### config.mk
export PLATFORM = sky130hd
export DESIGN_NAME = plcm_skid
export DESIGN_NICKNAME = d
export VERILOG_FILES = /design/src/rtl/core/plcm_pkg.sv /design/src/rtl/core/plcm_skid.sv
export SDC_FILE = /design/constraint.sdc
export NUM_CORES = 1
export LEC_CHECK = 0
export ABC_AREA = 0
export BUFFER_PORTS_ARGS = -buffer_cell sky130_fd_sc_hd__buf_2
export CAP_MARGIN = 10
export CORE_MARGIN = 5
export CORE_UTILIZATION = 50
export DETAILED_ROUTE_END_ITERATION = 7
export HOLD_SLACK_MARGIN = 0.15
export PLACE_DENSITY_LB_ADDON = 0.3
export SLEW_MARGIN = 20
export SYNTH_ARGS = -nofsm -noshare
export SYNTH_HDL_FRONTEND = slang
export SYNTH_SLANG_ARGS = --single-unit
### constraint.sdc
create_clock -name i_clk -period 6.24 [get_ports i_clk]
set_input_delay 0.936 -clock i_clk [delete_from_list [all_inputs] [get_ports i_clk]]
set_output_delay 0.936 -clock i_clk [all_outputs]
set_load 0.01 [all_outputs]
### src/rtl/core/plcm_pkg.sv
// Shared types and constants for the piecewise linear color map.
`timescale 1ns / 1ps

package plcm_pkg;

    localparam int NUM_POINT_REGS = 7;
    localparam int PT_IDX_W       = 3;
    localparam int COMP_W         = 16;
    localparam int WEIGHT_BITS    = 16;
    localparam int DIV_STAGES     = WEIGHT_BITS;
    localparam int APB_ADDR_W     = 6;
    localparam int APB_DATA_W     = 64;

    localparam logic [WEIGHT_BITS:0] WEIGHT_ONE      = (WEIGHT_BITS + 1)'(1) << WEIGHT_BITS;
    localparam logic [63:0]          POINT_ONE_RESET = 64'h8000_8000_8000_8000;
    localparam logic [2:0]           SEG_COUNT_RESET = 3'd1;

    typedef enum logic [2:0] {
        REG_SEGMENT_COUNT,
        REG_POINT_ZERO,
        REG_POINT_ONE,
        REG_POINT_TWO,
        REG_POINT_THREE,
        REG_POINT_FOUR,
        REG_POINT_FIVE,
        REG_POINT_SIX
    } t_reg_idx;

    // red in the lowest bits
    typedef struct packed {
        logic [COMP_W-1:0] blue;
        logic [COMP_W-1:0] green;
        logic [COMP_W-1:0] red;
    } t_rgb;

    // bits 15:0 position, 31:16 red, 47:32 green, 63:48 blue
    typedef struct packed {
        t_rgb              color;
        logic [COMP_W-1:0] pos;
    } t_point;

    // segment set up for the divider
    typedef struct packed {
        logic [COMP_W-1:0] num;
        logic [COMP_W-1:0] den;
        logic              zero;
        logic              sat;
        t_rgb              sc;
        t_rgb              ec;
    } t_seg;

    // one divider stage
    typedef struct packed {
        logic [COMP_W-1:0]      rem;
        logic [WEIGHT_BITS-1:0] quo;
        logic [COMP_W-1:0]      den;
        logic                   zero;
        logic                   sat;
        t_rgb                   sc;
        t_rgb                   ec;
    } t_div;

endpackage

### src/rtl/core/plcm_skid.sv
// Output register with a skid entry; its fill state stalls the pipeline.
`timescale 1ns / 1ps

module plcm_skid import plcm_pkg::*; (
    input  logic i_clk,
    input  logic i_rst_n,
    input  logic i_valid,
    input  t_rgb i_data,
    output logic o_en,
    input  logic i_ready,
    output logic o_valid,
    output t_rgb o_data
);

    logic r_out_valid;
    t_rgb r_out_data;
    logic r_skid_valid;
    t_rgb r_skid_data;
    logic w_take_in;

    // the pipeline advances only while the skid entry is free
    assign o_en      = !r_skid_valid;
    assign w_take_in = i_valid && !r_skid_valid;

    always_ff @(posedge i_clk) begin
        if (!i_rst_n) begin
            r_out_valid  <= 1'b0;
            r_skid_valid <= 1'b0;
        end else if (!r_out_valid || i_ready) begin
            if (r_skid_valid) begin
                r_out_valid  <= 1'b1;
                r_out_data   <= r_skid_data;
                r_skid_valid <= 1'b0;
            end else begin
                r_out_valid <= w_take_in;
                if (w_take_in) begin
                    r_out_data <= i_data;
                end
            end
        end else if (w_take_in) begin
            r_skid_valid <= 1'b1;
            r_skid_data  <= i_data;
        end
    end

    assign o_valid = r_out_valid;
    assign o_data  = r_out_data;

endmodule

======== Word-level counts from Yosys, hierarchy flattened ========
Index checks and enable logic that the tools add are counted.
Widths: inputs -> output; s select.
storage, ports and cells
  register bits after elaboration ......... 98
  input bits .............................. 52
  logic and storage cells ................. 21
operators by class
  multiplexer cells ....................... 3
  bitwise operators ....................... 2
  reduce and logical (&&, ||, !) cells .... 8
operator list
  cell               number
  $mux 48            2
  $reduce_and 3->1   2
  $logic_not 1->1    2
  $not 1->1          2
  $reduce_bool 2->1  1
  $reduce_or 2->1    1
  $logic_and 1x1->1  1
  $logic_or 1x1->1   1
  $mux 1             1

======== Logic depth before layout (Yosys ltp) ========
  depth after elaboration ................. 4
  gate-level depth with buffers ........... 4

======== Worst setup path after synthesis ========
Ideal clock, no wire load.
  path type ............................... input to register
  start ................................... input port i_ready
  end ..................................... register r_skid_data[0] (netlist name), enable pin
  library setup time ...................... 0.513 ns
  data arrival time ....................... 4.400 ns
  data required time ...................... 5.727 ns
  path slack .............................. 1.327 ns
  cell stages on the path ................. 2
  path buffers ............................ 0
  cell sequence ........................... nand2b_1 -> nor3_1
between the ends
  longest elaborated chain between the ends .. 3
ends and longest elaborated chain
  what                        RTL line         RTL
  from (decl)                 plcm_skid.sv:10  input logic i_ready,
  $logic_or 1x1->1            plcm_skid.sv:29  end else if (!r_out_valid || i_ready) begin
  $not 1->1 (no line)         n/a
  $reduce_and 3->1 (no line)  n/a
  to (signal assigned)        plcm_skid.sv:42  r_skid_data <= i_data;
  to (decl)                   plcm_skid.sv:18  t_rgb r_skid_data;
No other way between the ends.
A chain may end at the register's enable or synchronous reset.

======== Final worst setup path ========
  start ................................... register r_skid_valid
  end ..................................... output port o_en
between the ends
  longest elaborated chain between the ends .. 1
ends and longest elaborated chain
  what                    RTL line         RTL
  from (decl)             plcm_skid.sv:17  logic r_skid_valid;
  from (signal assigned)  plcm_skid.sv:28  r_skid_valid <= 1'b0;
  from (signal assigned)  plcm_skid.sv:33  r_skid_valid <= 1'b0;
  from (signal assigned)  plcm_skid.sv:41  r_skid_valid <= 1'b1;
  $logic_not 1->1         plcm_skid.sv:22  assign o_en = !r_skid_valid;
  to (decl)               plcm_skid.sv:9   output logic o_en,
No other way between the ends.

==> impl_metrics.toml <==
[timing]
drv_slew = 0
finalClockSkew_ps = 6.801
slew_headroom = 0.3798
max_freq_mhz = 402.4
finalSetupViolCount = 0
worstMarginPinSlew_ps = 930.4
tns_ps = 0
hold_viol_final = 0
rsz0062_at_grt = "false"
post-route-period-util = 0.3983
fin_crit_ps = 2485

[yosys]
yosysSeqAreaShare = 0.7715
syn-num-nets = 213
synth_cell_types = 15
synthMuxAreaShare = 0.1882
synth-simple-area-share = 0.007596
ys_warn_count = 0
synth_xor_area_frac = 0
synth-seq-cells = 98
syn_inst = 161
synth_compound_gate_area_share = 0.003633
synth_top_family_by_area = "multiplexers"
synth_fa_ha_area_frac = 0
syn_area_sq_um = 3789
syn_avg_cell_area_sq_um = 23.53

[power_and_ir_drop]
max-vdd-ir-drop_mv = 0.1306
leakage_nw = 1.725
pwr_density_cell_nw_per_um2 = 262.1

[route]
dr.pass1.iters = 3
ant_nets = 0
drcViolationCount = 0
drt_iter0_drc = 76
dr_total_vias = 1747
routedWlPerCell_um = 16.04
routed_wl_um = 5982
vias_per_cell = 4.684

[global_route]
overflow = 0
grt_pass1_vias = 1865
track_usage = 0.1293
grt_pass1_wl_um = 9494
grt_antenna_before_repair = 0
grt_max_degree = 53

[finish]
final_common_cell = "buf_2"
syn2layout_area_growth_pct = 19.02
final_cell_mix = "101 x buf_2, 96 x edfxtp_1, 46 x mux2_4"
fillerInstances = 559
fin_util = 0.6151
drive_above_1_share = 0.6095
final_net_count = 322
antennaDiodeCount = 0

[cts]
cts.sinks = 98
cts_setup_buffers = 0
holdBufCountCts = 0
numCtsBuffers = 9
clk_pin_slew_worst_paths_ps = 80
clockBufferDepth = 2
clkLatencyLatePin_ps = 340
cts_resized = 0
htree_levels = 3
cts_root_buf = "clkbuf_8"
cts_tree = "built"

[min_path]
min_path_type = "register to register"
hold_depth = 2

[run_status]
status = "completed"

[critical_path]
end_kind = "output pin"
cp.required_ps = 5300
critPathKind = "register to output pin"
cp_max_fo = 52
startpoint_type = "register"
cp.arrival_ps = 1550
reg2regPathDepth = 3

[die]
ios = 102
rows = 31
core_area_sq_um = 7331
start_util = 0.5168
die_height_um = 97.05
die-area_sq_um = 9418
fp.dieW_um = 97.05

[run]
cap_viol_max_count = 0

[placement]
port-buffer-count = 101
hpwl_um = 4099
gp_congestion = 0.7096
==> worst max-delay path: stages (launching register included) <==
cell     delay [ps]
dfxtp_4         950
inv_1            80
buf_2           170
==> cell usage after synthesis <==
cell | count | area share
nor2_1 | 2 | 0.0020
buf_12 | 4 | 0.021
nand2b_1 | 1 | 0.0017
inv_1 | 1 | 0.00099
nor2b_1 | 1 | 0.0017
dfxtp_1 | 2 | 0.011
nor3_1 | 1 | 0.0013
mux2_2 | 2 | 0.0059
buf_6 | 1 | 0.0030
buf_8 | 1 | 0.0040
o21ai_0 | 1 | 0.0013
nand2_1 | 1 | 0.00099
o31a_1 | 1 | 0.0023
edfxtp_1 | 96 | 0.76
mux2_4 | 46 | 0.18
==> final timing paths <==
path                              startpoint            to  slack [ps]
worst max-delay path            r_skid_valid          o_en        3750
worst min-delay path                 o_valid  r_skid_valid         520
worst max register to register  r_skid_valid    o_data[21]        3880
worst min register to register       o_valid  r_skid_valid         520
==> stage by stage <==
step | total power [W] | instance area [sq um] | setup WS, ps | hold WS [ps] | cells
after floorplan | 0.0008177 | 3789 | 1327 | 507.0 | 161
after global placement | 0.0008547 | 4350 | 3866 | 498.2 | 358
after detailed placement | 0.0008575 | 4350 | 3804 | 505.5 | 358
after CTS | 0.001198 | 4509 | 3679 | 525.2 | 373
after global routing | 0.001236 | 4509 | 3612 | 550.3 | 373
final | 0.001182 | 4509 | 3755 | 523.0 | 373
==> state kept, by name, summed over array words and instances, names as in the netlist <==
| name | cells |
|---|---|
| o_data | 48 |
| o_valid | 1 |
| r_skid_data | 48 |
| r_skid_valid | 1 |
==> report_power, final <==
| part | internal (W) | switching, W | leakage, nW |
|---|---|---|---|
| logic | 0.0000480 | 0.0000377 | 0.752 |
| registers | 0.000746 | 0.00000855 | 0.899 |
| clock network | 0.000142 | 0.000200 | 0.0738 |
==> layout make-up <==
type | count | area [sq um] | area share
sequential | 98 | 2927 | 0.6490
multi-input combinational | 56 | 768.2 | 0.1704
tap | 99 | 123.9 | 0.02747
timing repair buffer | 104 | 528.0 | 0.1171
clock inverter | 5 | 31.28 | 0.006937
inverter | 1 | 3.754 | 0.0008324
clock buffer | 10 | 127.6 | 0.02830
==> per-layer routing <==
layer | share of wire | GRT usage | up-vias
met5 | 0 | 0 | -
met4 | 0.013 | 0.04536 | 0
met3 | 0.069 | 0.05755 | 7
met2 | 0.48 | 0.2028 | 57
met1 | 0.44 | 0.1592 | 834
li1 | - | - | 849
==> kinds of logic after synthesis <==
family / Yosys count
flip-flops: 98
multiplexers: 48
buffers and inverters: 7
AND/OR/NAND/NOR: 6
AO/OA/AOI/OAI: 2
Power figures use the tool's default switching activity.
