$ cat config.mk
export PLATFORM = sky130hd
export DESIGN_NAME = plcm_divider
export DESIGN_NICKNAME = d
export VERILOG_FILES = /design/src/rtl/core/plcm_pkg.sv /design/src/rtl/core/plcm_divider.sv
export SDC_FILE = /design/constraint.sdc
export NUM_CORES = 2
export LEC_CHECK = 0
export BUFFER_PORTS_ARGS = -buffer_cell sky130_fd_sc_hd__clkbuf_2
export CAP_MARGIN = 20
export CORE_MARGIN = 2
export CORE_UTILIZATION = 39
export DETAILED_ROUTE_END_ITERATION = 12
export REMOVE_ABC_BUFFERS = 1
export SYNTH_ARGS = -nofsm -noshare
export SYNTH_HDL_FRONTEND = slang
export SYNTH_SLANG_ARGS = --single-unit
$ cat constraint.sdc
create_clock -name i_clk -period 4.25 [get_ports i_clk]
set_input_delay 0.425 -clock i_clk [delete_from_list [all_inputs] [get_ports i_clk]]
set_output_delay 0.425 -clock i_clk [all_outputs]
set_load 0.05 [all_outputs]
$ cat src/rtl/core/plcm_pkg.sv
// Shared types and constants for the piecewise linear color map.
`timescale 1ns / 1ps

package plcm_pkg;

    localparam int NUM_POINT_REGS = 7;
    localparam int PT_IDX_W       = 3;
    localparam int COMP_W         = 16;
    localparam int WEIGHT_BITS    = 16;
    localparam int DIV_STAGES     = WEIGHT_BITS;
    localparam int APB_ADDR_W     = 6;
    localparam int APB_DATA_W     = 64;

    localparam logic [WEIGHT_BITS:0] WEIGHT_ONE      = (WEIGHT_BITS + 1)'(1) << WEIGHT_BITS;
    localparam logic [63:0]          POINT_ONE_RESET = 64'h8000_8000_8000_8000;
    localparam logic [2:0]           SEG_COUNT_RESET = 3'd1;

    typedef enum logic [2:0] {
        REG_SEGMENT_COUNT,
        REG_POINT_ZERO,
        REG_POINT_ONE,
        REG_POINT_TWO,
        REG_POINT_THREE,
        REG_POINT_FOUR,
        REG_POINT_FIVE,
        REG_POINT_SIX
    } t_reg_idx;

    // red in the lowest bits
    typedef struct packed {
        logic [COMP_W-1:0] blue;
        logic [COMP_W-1:0] green;
        logic [COMP_W-1:0] red;
    } t_rgb;

    // bits 15:0 position, 31:16 red, 47:32 green, 63:48 blue
    typedef struct packed {
        t_rgb              color;
        logic [COMP_W-1:0] pos;
    } t_point;

    // segment set up for the divider
    typedef struct packed {
        logic [COMP_W-1:0] num;
        logic [COMP_W-1:0] den;
        logic              zero;
        logic              sat;
        t_rgb              sc;
        t_rgb              ec;
    } t_seg;

    // one divider stage
    typedef struct packed {
        logic [COMP_W-1:0]      rem;
        logic [WEIGHT_BITS-1:0] quo;
        logic [COMP_W-1:0]      den;
        logic                   zero;
        logic                   sat;
        t_rgb                   sc;
        t_rgb                   ec;
    } t_div;

endpackage

$ cat src/rtl/core/plcm_divider.sv
// Pipelined restoring divider: one quotient bit of the weight per stage.
`timescale 1ns / 1ps

module plcm_divider import plcm_pkg::*; (
    input  logic i_clk,
    input  logic i_rst_n,
    input  logic i_en,
    input  logic i_valid,
    input  t_seg i_seg,
    output logic o_valid,
    output t_div o_div
);

    t_div w_in    [DIV_STAGES];
    t_div n_stage [DIV_STAGES];
    t_div r_stage [DIV_STAGES];
    logic r_valid [DIV_STAGES];

    assign w_in[0] = '{
        rem:  i_seg.num,
        quo:  '0,
        den:  i_seg.den,
        zero: i_seg.zero,
        sat:  i_seg.sat,
        sc:   i_seg.sc,
        ec:   i_seg.ec
    };

    for (genvar k = 1; k < DIV_STAGES; k++) begin : g_link
        assign w_in[k] = r_stage[k-1];
    end

    // remainder stays below the divisor, so the doubled value fits in 17 bits
    always_comb begin
        logic [COMP_W:0] shifted;
        logic [COMP_W:0] diff;
        logic            ge;
        for (int k = 0; k < DIV_STAGES; k++) begin
            shifted        = {w_in[k].rem, 1'b0};
            diff           = shifted - {1'b0, w_in[k].den};
            ge             = (shifted >= {1'b0, w_in[k].den});
            n_stage[k]     = w_in[k];
            n_stage[k].rem = ge ? diff[COMP_W-1:0] : shifted[COMP_W-1:0];
            n_stage[k].quo = {w_in[k].quo[WEIGHT_BITS-2:0], ge};
        end
    end

    always_ff @(posedge i_clk) begin
        if (!i_rst_n) begin
            for (int k = 0; k < DIV_STAGES; k++) begin
                r_valid[k] <= 1'b0;
            end
        end else if (i_en) begin
            r_valid[0] <= i_valid;
            for (int k = 1; k < DIV_STAGES; k++) begin
                r_valid[k] <= r_valid[k-1];
            end
        end
    end

    always_ff @(posedge i_clk) begin
        if (i_en) begin
            for (int k = 0; k < DIV_STAGES; k++) begin
                r_stage[k] <= n_stage[k];
            end
        end
    end

    assign o_valid = r_valid[DIV_STAGES-1];
    assign o_div   = r_stage[DIV_STAGES-1];

endmodule

=== Word level (Yosys, flattened, before mapping) ===
Memory sizes are Yosys's and may differ from the RTL's.
Index checks and enable logic that the tools add are counted.

* Bits in registers: 0
* Memory bits (writable): 2352
* Bits of input ports: 134
* Output and inout port bits: 147
* Word-level logic and storage cells: 87
* Memories: 2

* $add $sub $neg: 16
* $lt $le $gt $ge: 16
* Muxes and demuxes: 37
* Bitwise operators: 16

{| class="wikitable"
|+ Memories
! name !! depth !! width !! read ports !! clocked after Yosys merged registers in !! write ports !! RTL line !! source
|-
| r_stage || 16 || 146 || 16 || 0 || 16 || plcm_divider.sv:16 || <nowiki>t_div r_stage [DIV_STAGES];</nowiki>
|-
| r_valid || 16 || 1 || 16 || 0 || 16 || plcm_divider.sv:17 || <nowiki>logic r_valid [DIV_STAGES];</nowiki>
|}

{| class="wikitable"
|+ Operators by type and width
! kind !! count
|-
| $ge 17x16->1 || 16
|-
| $mux 16 || 16
|-
| $sub 16x16->16 || 16
|-
| $mux 1 || 21
|-
| $or 1x1->1 || 16
|}

=== Longest topological paths before layout ===
* Depth in word-level cells: 4
* Gate-level depth with buffers: 12
* Gate-level depth less buffers: 11

=== Worst setup path after synthesis ===
OpenSTA, ideal clock, no wires.

* Path type: reg2reg
* Start point: memory r_stage[1][829] (netlist bit)
* End point: memory r_stage[1][1013] (netlist bit), data pin
* Library setup time: 0.260 ns
* Arrival: 2.712 ns
* Path slack: 1.278 ns
* Stages on the path, launching flop included: 12
* Clock period less this slack: 2.972 ns
* Cell sequence: edfxtp_1 inv_1 ha_1 nor2b_1 o31a_1 o31a_1 o41ai_4 o21ai_2 o2111ai_2 nand3_4 buf_6 mux2_4

{| class="wikitable"
|+ RTL lines
! what !! RTL line
|-
| start: declaration || plcm_divider.sv:16
|}

==> results.txt <==
Yosys reg bits - 2232
HP Class - in -> reg
Gates resized, CTS repair - 0
worst-skew pair later-pin latency - 830 ps
GP Congestion - 0.917
top area cells in the synthesized netlist - edfxtp_1 (80%), ha_1 (3.8%), mux2_2 (1.7%), inv_1 (1.4%), buf_4 (1.3%)
maximum net fanout on the critical path - 18
Clock Tree Root - clkbuf_16
Max VDD drop - 0.000470 V
H-tree depth - 4
final hold violation count - 0
Die W - 467 um
Critical Path Most Common Cell - inv_1
final setup fails - 0
crit end category - flop
Unique masters post-synth - 76
post-layout net count - 5535
clk buf depth - 3
boundary pin count - 281
critical path class - reg -> reg
ys async rst share - 0
initial core utilization - 0.393
Overall Global Routing Usage - 0.109
area grow syn2layout - 15.6%
largest net degree at the start of global routing - 145
Syn Std Cell Area - 83400 um^2
DRC Markers - 0
Core Util, Final - 0.454
TritonCTS Buffers - 226
top cells by instance count after synthesis - edfxtp_1 (2231), inv_1 (314), ha_1 (256), nor2_1 (199), a21oi_1 (160)
die area - 218000 um^2
P_leak - 35.3 nW
most common cell in the netlist - edfxtp_1
fin crit share - 0.808
initial antenna violation count - 2
PortBufs - 280
post-synth top area share - 0.803
CP max stage cell - o311a_1
CP max stage delay - 410 ps
top_reg_cell synth - edfxtp_1
wire per inst - 14.6 um
Synth warnings - 0
area leader, netlist - edfxtp_1
clock sink count - 2232
met3 GRT Util - 0.0260
Total Wirelength - 119000 um
maxcap violations - 0
Final Cell Area - 96400 um^2
M2 GR Usage - 0.175
RSZ-0062 raised after global routing - false
critical path startpoint category - flop
Rel. slew slack - 0.341
met1 Use GR - 0.141
layout cells sized above 1 - 0.158
core area - 212000 um^2
DR pass1 iterations - 5
Congestion Overflow GR - 0
Setup Skew - 45.1 ps
fmax - 291 MHz
Least-Margin Pin Slew - 988 ps
vias in the first global route - 38000
Final ANT Viol Nets - 0
setup tns final - 0 ps
number of flops mapped to enable cells by yosys - 2231
crit path time final - 3430 ps
first-pass GRT wire length - 193000 um
# rows - 169
CP arrival - 4020 ps
Fin Hold WS - 242 ps
Register Area - 67000 um^2
Post-Syn Area per Cell - 18.1 um^2
placed instance area - 87800 um^2
fillers - 18100
crit path cell chain - inv_1, ha_1, nor2b_1, o31ai_1, a21oi_1, o311a_1, o21a_1, o31ai_2, buf_4, inv_1, mux2_2
die height - 467 um
Multi-input gate area - 14000 um^2
Starting DRT DRC Count - 2469
CTS tree - yes
run status - completed
PwrDens - 632 nW/um^2
Slew Limit Fails - 0
Syn Inst Count - 4606
post-synthesis sequential area ratio - 0.803
grt peak-use layer - met2
WP data required - 4840 ps
post-DP HPWL - 73200 um
via count - 37700
Worst-path clk slew - 60 ps
drt via density - 4.63
-- cell usage in the layout, fill, tap and decap left out, types with 16 or more instances in the layout --
| cell | n |
|---|---|
| a21o_1 | 71 |
| nor2_1 | 199 |
| a31oi_1 | 16 |
| or3_1 | 21 |
| clkbuf_1 | 42 |
| dlygate4sd3_1 | 133 |
| nor2b_1 | 47 |
| nand3_1 | 27 |
| o31ai_1 | 30 |
| a21oi_1 | 160 |
| clkbuf_2 | 279 |
| clkinv_2 | 47 |
| nand4_1 | 36 |
| o21ai_0 | 148 |
| xnor2_1 | 105 |
| and2_1 | 18 |
| nor3_1 | 60 |
| bufinv_16 | 18 |
| nand2_1 | 149 |
| fa_1 | 16 |
| edfxtp_1 | 2231 |
| ha_1 | 256 |
| and3_1 | 23 |
| buf_12 | 18 |
| o21a_1 | 53 |
| clkinv_1 | 56 |
| inv_1 | 314 |
| xor2_1 | 56 |
| mux2_2 | 129 |
| nand2b_1 | 30 |
| o31a_1 | 17 |
| clkbuf_16 | 227 |
| buf_4 | 46 |
| a211oi_1 | 24 |
| or2_2 | 17 |
-- critical path: cells and delay by family, from the launching register on --
| family | cells | cell delay (ps) |
|---|---|---|
| compound gates | 5 | 1570 |
| mux | 1 | 270 |
| simple gates | 1 | 150 |
| flops | 1 | 400 |
| fa+ha+maj | 1 | 320 |
| buf+inv | 3 | 460 |
-- area by class of cell --
cell class	instances	share of cell area
multi-input combinational	1878	0.145
tap	2821	0.0366
clock inverter	153	0.0148
clock buffer	269	0.0605
inverter	315	0.0123
timing repair buffer	476	0.0356
antenna	1	0.0000260
sequential	2232	0.695
-- flip-flops by register name, indices dropped and copies added, names as in the netlist --
register / flops
r_stage: 2216
r_valid: 16
-- cell families after synthesis --
family                     share of synthesized area
and+or+nand+nor                               0.0376
xor gates and xnor gates                      0.0169
AOI/OAI and AO/OA                             0.0504
muxes                                         0.0204
DFF                                            0.803
buffers and inverters                         0.0292
adders and majority gates                     0.0422
-- layer usage --
layer	part of all wire	wire length (um)
met1	0.45	53600
met2	0.47	56400
met3	0.045	5340
met4	0.033	3920
met5	0	0
-- where the power goes --
part | total (W) | internal (W) | switching, W
Clock | 0.0190 | 0.0109 | 0.00805
Sequential | 0.0288 | 0.0277 | 0.00104
Combinational | 0.0132 | 0.00598 | 0.00722
-- final timing paths --
| check | cells after the start | slack [ps] | startpoint | to |
|---|---|---|---|---|
| max reg2reg | 11 | 820 | r_stage[0][99] | r_stage[0][290] |
| min reg2reg | 0 | 390 | r_stage[1][553] | r_stage[1][700] |
| min | 1 | 240 | i_en | r_stage[1][66] |
| max | 11 | 820 | r_stage[0][99] | r_stage[0][290] |
-- metrics by stage --
step	total power, W	worst slack (ps)	std cells
after global routing	0.0644	562	8145
after detailed placement	0.0422	829	7589
final	0.0609	817	8145
after global placement	0.0417	860	7589
after floorplan	0.0389	384	4425
after CTS	0.0617	805	8144
-- what timing repair did --
action	in CTS	in global routing
endpoints found under the hold margin	138	0
setup endpoints to repair	0	0
buffers inserted	0	0
hold buffers	133	0
(Power assumes the default switching activity.)
