===== config.mk =====
export PLATFORM = sky130hd
export DESIGN_NAME = plcm_blend
export DESIGN_NICKNAME = d
export VERILOG_FILES = /design/src/rtl/core/plcm_pkg.sv /design/src/rtl/core/plcm_blend.sv
export SDC_FILE = /design/constraint.sdc
export NUM_CORES = 2
export LEC_CHECK = 0
export BUFFER_PORTS_ARGS = -buffer_cell sky130_fd_sc_hd__buf_2
export CAP_MARGIN = 20
export CORE_UTILIZATION = 56
export CTS_CLUSTER_DIAMETER = 60
export DETAILED_ROUTE_END_ITERATION = 7
export PLACE_DENSITY = 0.79
export SLEW_MARGIN = 20
export SYNTH_ARGS = -nofsm -noshare
export SYNTH_HDL_FRONTEND = slang
export SYNTH_SLANG_ARGS = --single-unit

===== constraint.sdc =====
create_clock -name i_clk -period 14 [get_ports i_clk]
set_input_delay 2.8 -clock i_clk [delete_from_list [all_inputs] [get_ports i_clk]]
set_output_delay 2.8 -clock i_clk [all_outputs]
set_load 0.02 [all_outputs]

===== src/rtl/core/plcm_pkg.sv =====
// Shared types and constants for the piecewise linear color map.
`timescale 1ns / 1ps

package plcm_pkg;

    localparam int NUM_POINT_REGS = 7;
    localparam int PT_IDX_W       = 3;
    localparam int COMP_W         = 16;
    localparam int WEIGHT_BITS    = 16;
    localparam int DIV_STAGES     = WEIGHT_BITS;
    localparam int APB_ADDR_W     = 6;
    localparam int APB_DATA_W     = 64;

    localparam logic [WEIGHT_BITS:0] WEIGHT_ONE      = (WEIGHT_BITS + 1)'(1) << WEIGHT_BITS;
    localparam logic [63:0]          POINT_ONE_RESET = 64'h8000_8000_8000_8000;
    localparam logic [2:0]           SEG_COUNT_RESET = 3'd1;

    typedef enum logic [2:0] {
        REG_SEGMENT_COUNT,
        REG_POINT_ZERO,
        REG_POINT_ONE,
        REG_POINT_TWO,
        REG_POINT_THREE,
        REG_POINT_FOUR,
        REG_POINT_FIVE,
        REG_POINT_SIX
    } t_reg_idx;

    // red in the lowest bits
    typedef struct packed {
        logic [COMP_W-1:0] blue;
        logic [COMP_W-1:0] green;
        logic [COMP_W-1:0] red;
    } t_rgb;

    // bits 15:0 position, 31:16 red, 47:32 green, 63:48 blue
    typedef struct packed {
        t_rgb              color;
        logic [COMP_W-1:0] pos;
    } t_point;

    // segment set up for the divider
    typedef struct packed {
        logic [COMP_W-1:0] num;
        logic [COMP_W-1:0] den;
        logic              zero;
        logic              sat;
        t_rgb              sc;
        t_rgb              ec;
    } t_seg;

    // one divider stage
    typedef struct packed {
        logic [COMP_W-1:0]      rem;
        logic [WEIGHT_BITS-1:0] quo;
        logic [COMP_W-1:0]      den;
        logic                   zero;
        logic                   sat;
        t_rgb                   sc;
        t_rgb                   ec;
    } t_div;

endpackage


===== src/rtl/core/plcm_blend.sv =====
// Color blend: weight select, multiply by color difference, add start color.
`timescale 1ns / 1ps

module plcm_blend import plcm_pkg::*; (
    input  logic i_clk,
    input  logic i_rst_n,
    input  logic i_en,
    input  logic i_valid,
    input  t_div i_div,
    output logic o_valid,
    output t_rgb o_rgb
);

    localparam int NUM_CH = 3;
    localparam int PROD_W = WEIGHT_BITS + COMP_W + 3;

    // stage 0: final weight and signed color differences
    logic [WEIGHT_BITS:0]        n_frac;
    logic signed [COMP_W:0]      n_diff [NUM_CH];
    logic                        r0_valid;
    logic [WEIGHT_BITS:0]        r0_frac;
    logic signed [COMP_W:0]      r0_diff [NUM_CH];
    t_rgb                        r0_sc;

    always_comb begin
        priority if (i_div.zero) begin
            n_frac = '0;
        end else if (i_div.sat) begin
            n_frac = WEIGHT_ONE;
        end else begin
            n_frac = {1'b0, i_div.quo};
        end
        for (int c = 0; c < NUM_CH; c++) begin
            n_diff[c] = $signed({1'b0, i_div.ec[COMP_W*c +: COMP_W]})
                      - $signed({1'b0, i_div.sc[COMP_W*c +: COMP_W]});
        end
    end

    always_ff @(posedge i_clk) begin
        if (i_en) begin
            r0_frac <= n_frac;
            r0_sc   <= i_div.sc;
            for (int c = 0; c < NUM_CH; c++) begin
                r0_diff[c] <= n_diff[c];
            end
        end
    end

    // stage 1: weight times difference
    logic                     r1_valid;
    logic signed [PROD_W-1:0] r1_prod [NUM_CH];
    t_rgb                     r1_sc;

    always_ff @(posedge i_clk) begin
        if (i_en) begin
            r1_sc <= r0_sc;
            for (int c = 0; c < NUM_CH; c++) begin
                r1_prod[c] <= $signed({1'b0, r0_frac}) * r0_diff[c];
            end
        end
    end

    // stage 2: start + floor(prod / 2^16); never leaves 16 bits
    logic signed [PROD_W-WEIGHT_BITS-1:0] w_sum [NUM_CH];
    t_rgb                                 n_rgb;

    always_comb begin
        for (int c = 0; c < NUM_CH; c++) begin
            w_sum[c] = $signed({3'b000, r1_sc[COMP_W*c +: COMP_W]})
                     + $signed(r1_prod[c][PROD_W-1:WEIGHT_BITS]);
            n_rgb[COMP_W*c +: COMP_W] = w_sum[c][COMP_W-1:0];
        end
    end

    always_ff @(posedge i_clk) begin
        if (i_en) begin
            o_rgb <= n_rgb;
        end
    end

    always_ff @(posedge i_clk) begin
        if (!i_rst_n) begin
            r0_valid <= 1'b0;
            r1_valid <= 1'b0;
            o_valid  <= 1'b0;
        end else if (i_en) begin
            r0_valid <= i_valid;
            r1_valid <= r0_valid;
            o_valid  <= r1_valid;
        end
    end

endmodule


# Word-level counts from Yosys, hierarchy flattened
# Memory sizes are Yosys's and may differ from the RTL's.
# Cells that the tools add are included.
dict set report totals {
  regBits 164
  ram_bits 156
  input_bits 150
  memories 2
}
# memory words word_bits rd rd_ports_with_merged_regs wr line
set mem_list {}
lappend mem_list {r1_prod 3 35 3 0 3 plcm_blend.sv:51} ;# logic signed [PROD_W-1:0] r1_prod [NUM_CH];
lappend mem_list {r0_diff 3 17 3 0 3 plcm_blend.sv:22} ;# logic signed [COMP_W:0] r0_diff [NUM_CH];
dict set report classes {
  n_addsub 6
  multipliers 3
  mux 3
  n_reduce_logical 1
}
# operator count
set op_table {}
lappend op_table {{$mul 18x17->35} 3}
lappend op_table {{$sub 16x16->17} 3}
lappend op_table {{$add 16x16->16} 3}
lappend op_table {{$mux 17} 1}
lappend op_table {{$mux 1} 2}
lappend op_table {{$reduce_or 2->1} 1}

# Logic depth before layout (Yosys ltp)
dict set report logic_depth {
  ltp_word 2
  mapped_depth 25
  mapped_depth_nobuf 23
}

# Worst setup path before layout
# OpenSTA, ideal clock, no wires.
dict set report synth_path {
  path_type {register -> register}
  startpoint {register r0_frac[16]}
  endpoint {memory r1_prod[0][29] in the netlist's numbering, data pin}
  setup_ns 0.258
  arrival_ns 5.953
  slack_ns 7.790
  path_stages_with_launch 23
  n_path_buf 2
  cell_sequence {edfxtp_1 -> clkbuf_1 -> clkbuf_1 -> nand2_1 -> fa_1 -> fa_1 -> inv_1 -> fa_1 -> fa_1 -> fa_1 -> inv_1 -> fa_1 -> inv_1 -> ha_1 -> nand2_1 -> nand2_1 -> a21o_1 -> a2111oi_2 -> a21oi_1 -> a211o_1 -> o41a_1 -> a21oi_2 -> xnor2_1}
}
# element line
set synth_rtl {}
lappend synth_rtl {{start: declaration} plcm_blend.sv:21} ;# logic [WEIGHT_BITS:0] r0_frac;
lappend synth_rtl {{start signal: assignment} plcm_blend.sv:41} ;# r0_frac <= n_frac;
lappend synth_rtl {{end: declaration} plcm_blend.sv:51}

==> results by group <==
Route
  – Drt drc: 0
  – Vias per cell: 5.343
  – Via Count: 26310
  – DR pass1 iterations: 5
  – DRT iter0 DRCs: 1590
  – Post-Route WL: 82.93 mm
  – Wire per inst: between 15 and 20 um
  – DRT antenna net count: 0

Setup path
  – Worst EP required: 14.29 ns
  – Most frequent cell on the critical path: fa_1
  – WP data arrival: 7.36 ns
  – R2R Setup Slk: 6.93 ns
  – R2R depth: 22
  – Crit path largest cell delay: between 0.6 and 0.7 ns
  – CP startpoint kind: flop
  – Critical path fanouts, max: 42
  – Critical Path Sink Type: flop
  – R2r endpoint: r1_prod[0][66]
  – Critical path class: reg -> reg
  – Crit-path slowest cell: edfxtp_1
  – Critical R2R Launch: r0_frac[12]
  – Worst-path cell chain: buf_4 > and2_1 > fa_1 > inv_1 > fa_1 > inv_1 > fa_1 > fa_1 > fa_1 > inv_1 > fa_1 > inv_1 > ha_1 > a21oi_1 > o211ai_1 > nor3b_1 > o21ai_1 > a32oi_1 > a21oi_1 > a21o_1 > a21oi_1 > xnor2_1
  – CP startpoint: r0_frac[12]

Logic synthesis
  – Async SR Flop Fraction: 0
  – Synth warn: 0
  – Syn Nets: 5119
  – Netlist cell types: 66
  – Seq cells post-synth: 263
  – Avg Cell Area, Syn: 10.04 um^2
  – Mapped Cells: a little under 4000
  – Sequential share of the synthesized area: 0.2018
  – Top FF cell, synth: edfxtp_1
  – Post-Synthesis Cell Area: approximately 40000 um^2
  – EDFF count, synth: 260

STA
  – Setup Skew: 0.01143 ns
  – F_max: 141.4 MHz
  – Hold Violations, Final: 0
  – Slew Limit Headroom: 0.3564
  – Crit path time final: a little over 7 ns
  – Final TNS setup: 0 ns
  – Setup-failing EPs final: 0
  – Hold slack: ~0.41 ns
  – Max-slew violations: 0
  – Worst Max-Slew Pin Slew: 0.9654 ns
  – Unrepaired setup endpoints after global routing: no
  – Fin crit share: 0.5050

Final layout
  – Util after Layout: 0.6075
  – Commonest non-fill, non-tap cells in the layout: inv_1, fa_1, and2_1
  – Synth-to-layout area growth: 7.058%
  – Fillcell total: 5576
  – Commonest non-fill, non-tap cell in the layout: inv_1
  – Finished Layout Cells: 4924
  – Share of post-route cells with drive strength above 1: 0.06386
  – # nets final: 5203
  – Antenna diodes: 0

Die
  – # rows: 96
  – Die H: 265.9 um
  – Full die area: between 70000 and 80000 um^2
  – I/O pin cnt: 199
  – Die X: 265.9 um
  – Core Area: 68710 um^2
  – Starting Density: 0.5674

GRT
  – Total gr overflow: 0
  – First-pass GRT wire length: 141.1 mm
  – Vias in the first global route: roughly 29000
  – Antenna violations before repair: 0
  – Largest net degree at the start of global routing: 124
  – Gr usage total: 0.2498

CTS
  – Htree depth: 2
  – Post-CTS Resized: 0
  – Maximum root-to-sink buffer count: 3
  – Setup Fix Bufs, Post-CTS: 0
  – CTS tree: built
  – CTS Sinks: 263
  – Cts bufs inserted: 36
  – Hold Buf Count CTS: 0
  – CTS root buffer: clkbuf_16
  – Clock-pin transition on the worst setup and hold timing paths: 0.05 ns
  – Worst skew pair latency: 0.55 ns

Min path
  – Hold EP: r1_sc[47]
  – Hold path startpoint: r0_sc[47]
  – Worst hold path type: reg -> reg
  – Hold Path Stages: 0

Placement
  – Port buffer count: approximately 170
  – Routability cong.: 0.8400
  – Placed insts: 4860
  – Hpwl dp: 60.99 mm

Job
  – Max Cap Viol: 0

Status
  – Status: completed
-- routing by layer --
layer / GRT usage / routed length (um) / vias up
met5: 0 / 0 / -
met4: 0.06058 / 1695 / 0
met3: 0.03503 / 5507 / 147
met2: 0.4342 / 41720 / 829
met1: 0.3304 / 34010 / 13280
li1: - / - / 12060
-- critical path, delay by kind of cell (launching register included) --
family / cells / cell delay [ns]
compound gates: 7 / 1.59
xor+xnor: 1 / 0.09
simple gates: 2 / 0.47
fa+ha+maj: 7 / 3.16
flops: 1 / 0.62
buf+inv: 5 / 0.85
-- stage by stage --
step | setup WS [ns] | instance area (um^2)
final | 6.930 | 41740
after detailed placement | 6.996 | 40630
after CTS | 6.962 | 41740
after global routing | 6.626 | 41740
after global placement | 7.020 | 40630
after floorplan | 7.790 | 38980
-- how the worst max path moves through the flow --
stage          slack (ns)         endpoint  depth (start not counted)
3_3_place_gp         7.02  r1_prod[0][101]                         20
5_1_grt              6.63   r1_prod[0][66]                         22
2_1_floorplan        7.79   r1_prod[0][29]                         22
4_1_cts              6.96   r1_prod[0][66]                         22
3_5_place_dp         7.00  r1_prod[0][101]                         20
6_report             6.93   r1_prod[0][66]                         22
-- cells in the mapped netlist (3+ instances only) --
cell / number / area [um^2]
dfxtp_1: 3 / 60.06
o221ai_1: 3 / 26.28
xor2_1: 36 / 315.3
ha_1: 411 / 5142
o311ai_0: 3 / 26.28
nand2b_1: 48 / 300.3
a21oi_1: 77 / 385.4
o211a_1: 3 / 30.03
o211ai_1: 4 / 30.03
a21o_1: 35 / 262.8
o41a_1: 5 / 56.30
nor3_1: 27 / 135.1
a21boi_0: 4 / 30.03
nand2_1: 427 / 1603
o31ai_1: 5 / 37.54
and4_1: 5 / 43.79
fa_1: 675 / 13510
nand3_1: 17 / 85.08
nand4_1: 6 / 37.54
or3_1: 10 / 62.56
or4_1: 3 / 22.52
xnor2_1: 99 / 867.1
a2111oi_2: 4 / 60.06
o21bai_1: 9 / 67.56
a21boi_1: 9 / 67.56
or2_2: 3 / 18.77
inv_1: 849 / 3187
and3_1: 15 / 93.84
and2_1: 442 / 2765
nor2b_1: 16 / 100.1
o21ai_1: 18 / 90.09
mux2i_1: 3 / 30.03
o21a_1: 14 / 105.1
a31o_2: 3 / 26.28
clkbuf_1: 141 / 529.3
nor2_1: 107 / 401.6
edfxtp_1: 260 / 7807
o21ai_0: 32 / 160.2
a211oi_1: 10 / 75.07
a31oi_1: 9 / 56.30
-- state kept, by name (all words and copies together) (netlist names) --
register,cells
r0_diff,51
o_rgb,48
r0_sc,48
r1_prod,48
r1_sc,48
r0_frac,17
o_valid,1
r0_valid,1
r1_valid,1
-- kinds of logic (layout without fill, tap and decap cells) --
kind of cell    after synthesis  after routing  share of synthesized area
compound gates              270            270                    0.04641
xor+xnor                    135            135                    0.03033
fa+ha+maj                  1086           1086                     0.4785
buf+inv                     995           1105                    0.09583
flops                       263            263                     0.2018
mux                           3              3                  0.0007703
simple gates               1131           1131                     0.1463
-- final cells by class --
class                           instances  area [um^2]  area share
Timing Repair Buffer                  189         1013     0.02428
Multi-Input combinational cell       2625        27380      0.6561
Clock buffer                           45        934.6     0.02239
Sequential cell                       263         7868      0.1885
Inverter                              852         3198     0.07663
Clock inverter                         19        176.4    0.004227
Tap cell                              931         1165     0.02791
Power is left out: the tool's default activity adds up to more than one toggle a clock period on the data nets, which glitch-free logic cannot reach.
