--- src/rtl/core/plcm_pkg.sv ---
// Shared types and constants for the piecewise linear color map.
`timescale 1ns / 1ps

package plcm_pkg;

    localparam int NUM_POINT_REGS = 7;
    localparam int PT_IDX_W       = 3;
    localparam int COMP_W         = 16;
    localparam int WEIGHT_BITS    = 16;
    localparam int DIV_STAGES     = WEIGHT_BITS;
    localparam int APB_ADDR_W     = 6;
    localparam int APB_DATA_W     = 64;

    localparam logic [WEIGHT_BITS:0] WEIGHT_ONE      = (WEIGHT_BITS + 1)'(1) << WEIGHT_BITS;
    localparam logic [63:0]          POINT_ONE_RESET = 64'h8000_8000_8000_8000;
    localparam logic [2:0]           SEG_COUNT_RESET = 3'd1;

    typedef enum logic [2:0] {
        REG_SEGMENT_COUNT,
        REG_POINT_ZERO,
        REG_POINT_ONE,
        REG_POINT_TWO,
        REG_POINT_THREE,
        REG_POINT_FOUR,
        REG_POINT_FIVE,
        REG_POINT_SIX
    } t_reg_idx;

    // red in the lowest bits
    typedef struct packed {
        logic [COMP_W-1:0] blue;
        logic [COMP_W-1:0] green;
        logic [COMP_W-1:0] red;
    } t_rgb;

    // bits 15:0 position, 31:16 red, 47:32 green, 63:48 blue
    typedef struct packed {
        t_rgb              color;
        logic [COMP_W-1:0] pos;
    } t_point;

    // segment set up for the divider
    typedef struct packed {
        logic [COMP_W-1:0] num;
        logic [COMP_W-1:0] den;
        logic              zero;
        logic              sat;
        t_rgb              sc;
        t_rgb              ec;
    } t_seg;

    // one divider stage
    typedef struct packed {
        logic [COMP_W-1:0]      rem;
        logic [WEIGHT_BITS-1:0] quo;
        logic [COMP_W-1:0]      den;
        logic                   zero;
        logic                   sat;
        t_rgb                   sc;
        t_rgb                   ec;
    } t_div;

endpackage

--- src/rtl/core/plcm_locate.sv ---
// Segment search and span setup: three pipeline stages.
`timescale 1ns / 1ps

module plcm_locate import plcm_pkg::*; #(
    parameter int MAX_POINTS = 7,
    parameter int FRAC_BITS  = 15
) (
    input  logic              i_clk,
    input  logic              i_rst_n,
    input  logic              i_en,
    input  logic              i_valid,
    input  logic [COMP_W-1:0] i_scalar,
    input  logic [2:0]        i_seg_count,
    input  t_point            i_points [NUM_POINT_REGS],
    output logic              o_valid,
    output t_seg              o_seg
);

    localparam logic [COMP_W:0]   UNIT_POS = (COMP_W + 1)'(1) << FRAC_BITS;
    localparam logic [PT_IDX_W-1:0] LAST_SEG = PT_IDX_W'(MAX_POINTS - 1);

    // stage 0: compare against every used point
    logic [PT_IDX_W-1:0]   n_cnt;
    logic [MAX_POINTS-1:0] n_lt;
    logic                  r0_valid;
    logic [COMP_W-1:0]     r0_v;
    logic [MAX_POINTS-1:0] r0_lt;
    logic [PT_IDX_W-1:0]   r0_cnt;

    always_comb begin
        if (i_seg_count == 3'd0) begin
            n_cnt = PT_IDX_W'(1);
        end else if (i_seg_count > LAST_SEG) begin
            n_cnt = LAST_SEG;
        end else begin
            n_cnt = i_seg_count;
        end
        for (int i = 0; i < MAX_POINTS; i++) begin
            n_lt[i] = (i_scalar < i_points[i].pos) && (PT_IDX_W'(i) <= n_cnt);
        end
    end

    always_ff @(posedge i_clk) begin
        if (!i_rst_n) begin
            r0_valid <= 1'b0;
        end else if (i_en) begin
            r0_valid <= i_valid;
        end
    end

    always_ff @(posedge i_clk) begin
        if (i_en) begin
            r0_v   <= i_scalar;
            r0_lt  <= n_lt;
            r0_cnt <= n_cnt;
        end
    end

    // stage 1: first point above the scalar, pick segment ends
    logic [PT_IDX_W-1:0] w_idx;
    logic [PT_IDX_W-1:0] w_s_idx;
    logic [PT_IDX_W-1:0] w_e_idx;
    logic [PT_IDX_W-1:0] w_past;
    logic [COMP_W-1:0]   n_start;
    logic [COMP_W:0]     n_end;
    logic                r1_valid;
    logic [COMP_W-1:0]   r1_v;
    logic [COMP_W-1:0]   r1_start;
    logic [COMP_W:0]     r1_end;
    t_rgb                r1_sc;
    t_rgb                r1_ec;

    always_comb begin
        w_past = r0_cnt + PT_IDX_W'(1);
        w_idx  = w_past;
        for (int i = MAX_POINTS - 1; i >= 0; i--) begin
            if (r0_lt[i]) begin
                w_idx = PT_IDX_W'(i);
            end
        end
        // below the first point the segment starts at zero
        if (w_idx == '0) begin
            w_s_idx = '0;
            n_start = '0;
        end else begin
            w_s_idx = w_idx - PT_IDX_W'(1);
            n_start = i_points[w_s_idx].pos;
        end
        // past the last point the segment ends at one
        if (w_idx == w_past) begin
            w_e_idx = r0_cnt;
            n_end   = UNIT_POS;
        end else begin
            w_e_idx = w_idx;
            n_end   = {1'b0, i_points[w_idx].pos};
        end
    end

    always_ff @(posedge i_clk) begin
        if (!i_rst_n) begin
            r1_valid <= 1'b0;
        end else if (i_en) begin
            r1_valid <= r0_valid;
        end
    end

    always_ff @(posedge i_clk) begin
        if (i_en) begin
            r1_v     <= r0_v;
            r1_start <= n_start;
            r1_end   <= n_end;
            r1_sc    <= i_points[w_s_idx].color;
            r1_ec    <= i_points[w_e_idx].color;
        end
    end

    // stage 2: span, offset, degenerate and saturation flags
    logic [COMP_W:0]   w_span;
    logic [COMP_W-1:0] w_num;
    t_seg              n_seg;

    always_comb begin
        w_span     = r1_end - {1'b0, r1_start};
        w_num      = r1_v - r1_start;
        n_seg.num  = w_num;
        n_seg.den  = w_span[COMP_W-1:0];
        n_seg.zero = (r1_end <= {1'b0, r1_start});
        n_seg.sat  = !n_seg.zero && ({1'b0, w_num} >= w_span);
        n_seg.sc   = r1_sc;
        n_seg.ec   = r1_ec;
    end

    always_ff @(posedge i_clk) begin
        if (!i_rst_n) begin
            o_valid <= 1'b0;
        end else if (i_en) begin
            o_valid <= r1_valid;
        end
    end

    always_ff @(posedge i_clk) begin
        if (i_en) begin
            o_seg <= n_seg;
        end
    end

endmodule

--- config.mk ---
export PLATFORM = sky130hd
export DESIGN_NAME = plcm_locate
export DESIGN_NICKNAME = d
export VERILOG_FILES = /design/src/rtl/core/plcm_pkg.sv /design/src/rtl/core/plcm_locate.sv
export SDC_FILE = /design/constraint.sdc
export NUM_CORES = 1
export LEC_CHECK = 0
export ABC_CLOCK_PERIOD_IN_PS = 4860
export BUFFER_PORTS_ARGS = -buffer_cell sky130_fd_sc_hd__buf_2
export CAP_MARGIN = 20
export CELL_PAD_IN_SITES_DETAIL_PLACEMENT = 2
export CELL_PAD_IN_SITES_GLOBAL_PLACEMENT = 2
export CORE_ASPECT_RATIO = 0.75
export CORE_MARGIN = 4
export CORE_UTILIZATION = 33
export DETAILED_ROUTE_END_ITERATION = 8
export GPL_TIMING_DRIVEN = 1
export PLACE_DENSITY = 0.8
export SYNTH_ARGS = -nofsm -noshare
export SYNTH_HDL_FRONTEND = slang
export SYNTH_SLANG_ARGS = --single-unit
--- constraint.sdc ---
create_clock -name i_clk -period 4.86 [get_ports i_clk]
set_input_delay 0.486 -clock i_clk [delete_from_list [all_inputs] [get_ports i_clk]]
set_output_delay 0.486 -clock i_clk [all_outputs]
set_load 0.01 [all_outputs]
Yosys cells after proc, flatten, opt, wreduce, memory -nomap -nowiden --
Cells that the tools add are included.
Storage, ports and cells: bits in registers 304, input port bits 471, logic and storage cells 90, output and inout port bits 131
Operators by class: bitwise logic cells 4, equal/unequal tests 1, reductions and logical operators 11, add/sub/neg operators 4, magnitude comparators 21, mux-type cells 23
Operators by type and width (number):
- $bmux W64 S3 | 4
- $mux W64 | 4
- $lt A16 B16 Y1 | 7
- $mux W16 | 4
- $mux W3 | 11
- $ge A16 B17 Y1 | 1
- $le A17 B16 Y1 | 1
- $sub A17 B16 Y17 | 1
- $ge A4 B4 Y1 const B | 4
- $not A3 Y4 | 4
- $sub A16 B16 Y16 | 1
- $le A3 B3 Y1 const A | 3
- $logic_and A1 B1 Y1 | 8
- $le A1 B3 Y1 const A | 2
- $le A2 B3 Y1 const A | 2
- $logic_not A3 Y1 | 2
- $add A3 B1 Y3 const B | 1
- $eq A3 B3 Y1 | 1
- $gt A3 B3 Y1 const B | 1
- $sub A3 B1 Y3 const B | 1
- $logic_not A1 Y1 | 1

Logic depth before layout (Yosys ltp) --
word-level depth 14, mapped depth 21, mapped depth without buffers 21

Worst setup path before layout --
Ideal clock, no wire load.
path type register -> register, start point register r1_start[1], end point register o_seg[96] (netlist bit) (data pin), data required time 4605 ps, path buffers 0, arrival time 3542 ps, slack 1062 ps, clock period less this slack 3798 ps, library setup time 255 ps, stages on the path, launching flop included 19, path through edfxtp_1 -> inv_1 -> ha_1 -> nor2b_1 -> o31ai_1 -> a211o_1 -> a31oi_1 -> and4_1 -> a2111oi_0 -> a21oi_1 -> xnor2_1 -> ha_1 -> a311oi_1 -> o21ai_0 -> nand3_1 -> nand2_1 -> a31oi_1 -> o31ai_1 -> and3_1
RTL lines:
- start: declaration | line plcm_locate.sv:68 | logic [COMP_W-1:0] r1_start;
- start signal: assignment | line plcm_locate.sv:110 | r1_start <= n_start;
- end signal: assignment | line plcm_locate.sv:143 | o_seg <= n_seg;
- end: declaration | line plcm_locate.sv:16 | output t_seg o_seg

==> results.json <==
{
  "status": "finished, final reports clean",
  "route.detailed.drc": 0,
  "grt_antenna_before_repair": 69,
  "rows": 80,
  "ys_ff_latch": 303,
  "netlist_area_sq_um": 21100,
  "layout_commonest_cell": "buf_2",
  "crit_fanout": 4,
  "drive_above_1_share_pct": 30.7,
  "final.period_utilization_pct": 90.2,
  "start_util_pct": 33.3,
  "synth_area_leader_cell": "edfxtp_1",
  "slew_headroom_pct": 27.8,
  "die_area_sq_um": 68200,
  "drt_iter0_markers": 1639,
  "synth_top_family_by_area": "compound AO/OA/AOI/OAI gates",
  "hold_violations": 0,
  "die_w_um": 300,
  "cts_buffers": 37,
  "path_class": "register to register",
  "cp-start-kind": "register",
  "yosys-top-cells-area": "edfxtp_1 (43%), ha_1 (9.1%), nand2_1 (5.9%)",
  "fin_crit_ns": 4.38,
  "ios": 602,
  "critPathCaptureType": "register",
  "ys_types": 61,
  "synth-edff-count": 300,
  "cts.clk_slew.worst_paths_ns": 0.06,
  "insertion_delay_ns": 0.57,
  "cts.htree.levels": 2,
  "place_congestion": 0.965,
  "ant_nets": 0,
  "portBuffers": 601,
  "synth_warnings": 0,
  "core-area_sq_um": 63500,
  "avgSynthCellArea_sq_um": 10.2,
  "async_reset_ff_share_pct": 0,
  "ctsResizeCount": 0,
  "dr_total_vias": 20400,
  "p_leak_nw": 12.0,
  "drt_wl_total_um": 104000,
  "seq_area_frac_synth_pct": 42.9,
  "finalPower_mw": 12.1,
  "cts_tree": "yes",
  "netlist_instances": 2077,
  "tns_ns": 0,
  "grt_usage_pct": 29.0,
  "synthAdderAreaFrac_pct": 9.36,
  "instances_no_fill": 3571,
  "required_ns": 5.18,
  "yosys.area_share.xor_xnor_pct": 1.37,
  "ctsHoldBuffers": 0,
  "fin_nets": 3243,
  "final_cell_mix": "buf_2 (600), nand2_1 (330), edfxtp_1 (300), inv_1 (168), ha_1 (154)",
  "wl_per_cell_um": 29.3,
  "fill_cells": 6928,
  "grt_pass1_vias": 22000,
  "synth_compound_area_share_pct": 20.2,
  "viasPerCell": 5.71,
  "worst_ir_drop_vdd_mv": 0.322,
  "syn2layout_area_growth_pct": 25.9,
  "grt_pass1_wl_um": 148000,
  "placedCellCount": 3437,
  "muxShareOfSynthArea_pct": 9.20,
  "dp_hpwl_um": 78300,
  "firstDrtPassIters": 5,
  "fmax_mhz": 228,
  "reg2reg_depth": 18,
  "multi_input_area_sq_um": 10900,
  "slew_viol_final": 0,
  "worst_slew_pin_slew_ns": 1.08,
  "setup_viol": 0,
  "yosys.area_share.simple_pct": 11.0,
  "p_per_area_nw_per_um2": 454,
  "seq_area_sq_um": 9070,
  "drv_cap": 0,
  "grt_overflow": 0,
  "synthesis.nets": 2704,
  "synth_top_cell_area_share_pct": 42.6,
  "hp-class": "input pin to register",
  "synthFlopType": "edfxtp_1",
  "grt_max_degree": 146,
  "die_y_um": 227,
  "rsz0062_at_grt": "false",
  "hold_depth": 2,
  "cts.sinks": 303,
  "clock_skew_ns": 0.0359,
  "worstPathArrival_ns": 4.70,
  "cts_root_buf": "clkbuf_16",
  "cts_setup_buffers": 0,
  "cts_buffer_depth": 3
}
[flip-flops by register name (all words and copies together), names as in the netlist]
register  cells
o_seg       130
r1_start     16
r0_lt         7
r0_v         16
r1_end       16
r0_cnt        3
o_valid       1
r1_v         16
r0_valid      1
r1_valid      1
n_seg        96
[final timing paths]
path | from | end | slack (ns)
max reg2reg | r1_start[1] | o_seg[96] | 0.48
max | r1_start[1] | o_seg[96] | 0.48
min | i_rst_n | o_valid | 0.18
min reg2reg | n_seg[92] | o_seg[92] | 0.41
[metrics by stage]
stage          hold slack, ns  setup WS, ns  util, %  cell area, sq um
4_1_cts                 0.146         0.460     41.6             26400
5_1_grt                 0.156        0.0878     41.9             26600
3_5_place_dp            0.406         0.419     39.7             25200
3_3_place_gp            0.401         0.592     39.7             25200
2_1_floorplan           0.400          1.06        -             21100
6_report                0.175         0.479     41.9             26600
[layer usage]
layer	routed length [um]	part of all wire (%)	GRT usage, %	vias up
li1	-	-	-	8996
met1	43500	42	37.1	10400
met2	50000	48	47.0	763
met3	7320	7.0	7.02	187
met4	3560	3.4	13.1	8
met5	46	0.044	0	-
[worst max-delay path: stages (launching register included)]
cell and delay [ns]:
edfxtp_1 0.36, inv_1 0.18, ha_1 0.27, nor2b_1 0.16, o31ai_1 0.28, a211o_1 0.20
a31oi_1 0.11, and4_1 0.23, a2111oi_0 0.67, a21oi_1 0.17, xnor2_1 0.23, ha_1 0.29
a311oi_1 0.25, o21ai_0 0.14, nand3_1 0.10, nand2_1 0.05, a31oi_1 0.17, o31ai_1 0.10
and3_1 0.17
[logic make-up after synthesis]
logic type / after synthesis
xor gates and xnor gates: 33
adders and majority gates: 157
buffers and inverters: 308
and+or+nand+nor: 546
AOI/OAI and AO/OA: 562
muxes: 168
DFF: 303
[cell type report]
type                    instances  area share, %
flip-flops and latches        303           34.1
multi-input cells            1466           41.1
inverters                     169           2.39
clock inverters                25           1.07
diodes                         65          0.612
clock buffers                  43           3.65
repair buffers                639           13.1
well taps                     861           4.05
[synth_stat cells, types with 5 or more instances]
| cell | instances |
|---|---|
| buf_1 | 7 |
| or2_2 | 5 |
| nand2b_1 | 15 |
| nor3_1 | 18 |
| edfxtp_1 | 300 |
| mux4_2 | 16 |
| o21a_1 | 7 |
| xnor2_1 | 19 |
| nor2_1 | 82 |
| nand3_1 | 51 |
| o22ai_1 | 15 |
| nor2b_1 | 13 |
| mux2_2 | 33 |
| nand2_1 | 330 |
| o21ai_0 | 69 |
| a21o_1 | 49 |
| a31oi_1 | 8 |
| and3_1 | 6 |
| clkbuf_1 | 91 |
| inv_1 | 169 |
| a221oi_1 | 101 |
| buf_2 | 24 |
| mux2_1 | 16 |
| xor2_1 | 14 |
| ha_1 | 154 |
| a211oi_1 | 20 |
| mux2i_1 | 103 |
| o221ai_1 | 49 |
| a311oi_1 | 16 |
| a22oi_1 | 17 |
| a21oi_1 | 134 |
| nand4_1 | 11 |
| a211o_1 | 5 |
| a221oi_2 | 44 |
| buf_4 | 11 |
[where the power goes]
group | switching [mW] | internal, mW | leakage (nW) | total (mW)
Clock | 1.21 | 1.72 | 0.609 | 2.92
Combinational | 3.35 | 1.90 | 8.46 | 5.25
Sequential | 0.205 | 3.69 | 2.96 | 3.89
(Power assumes the default switching activity.)
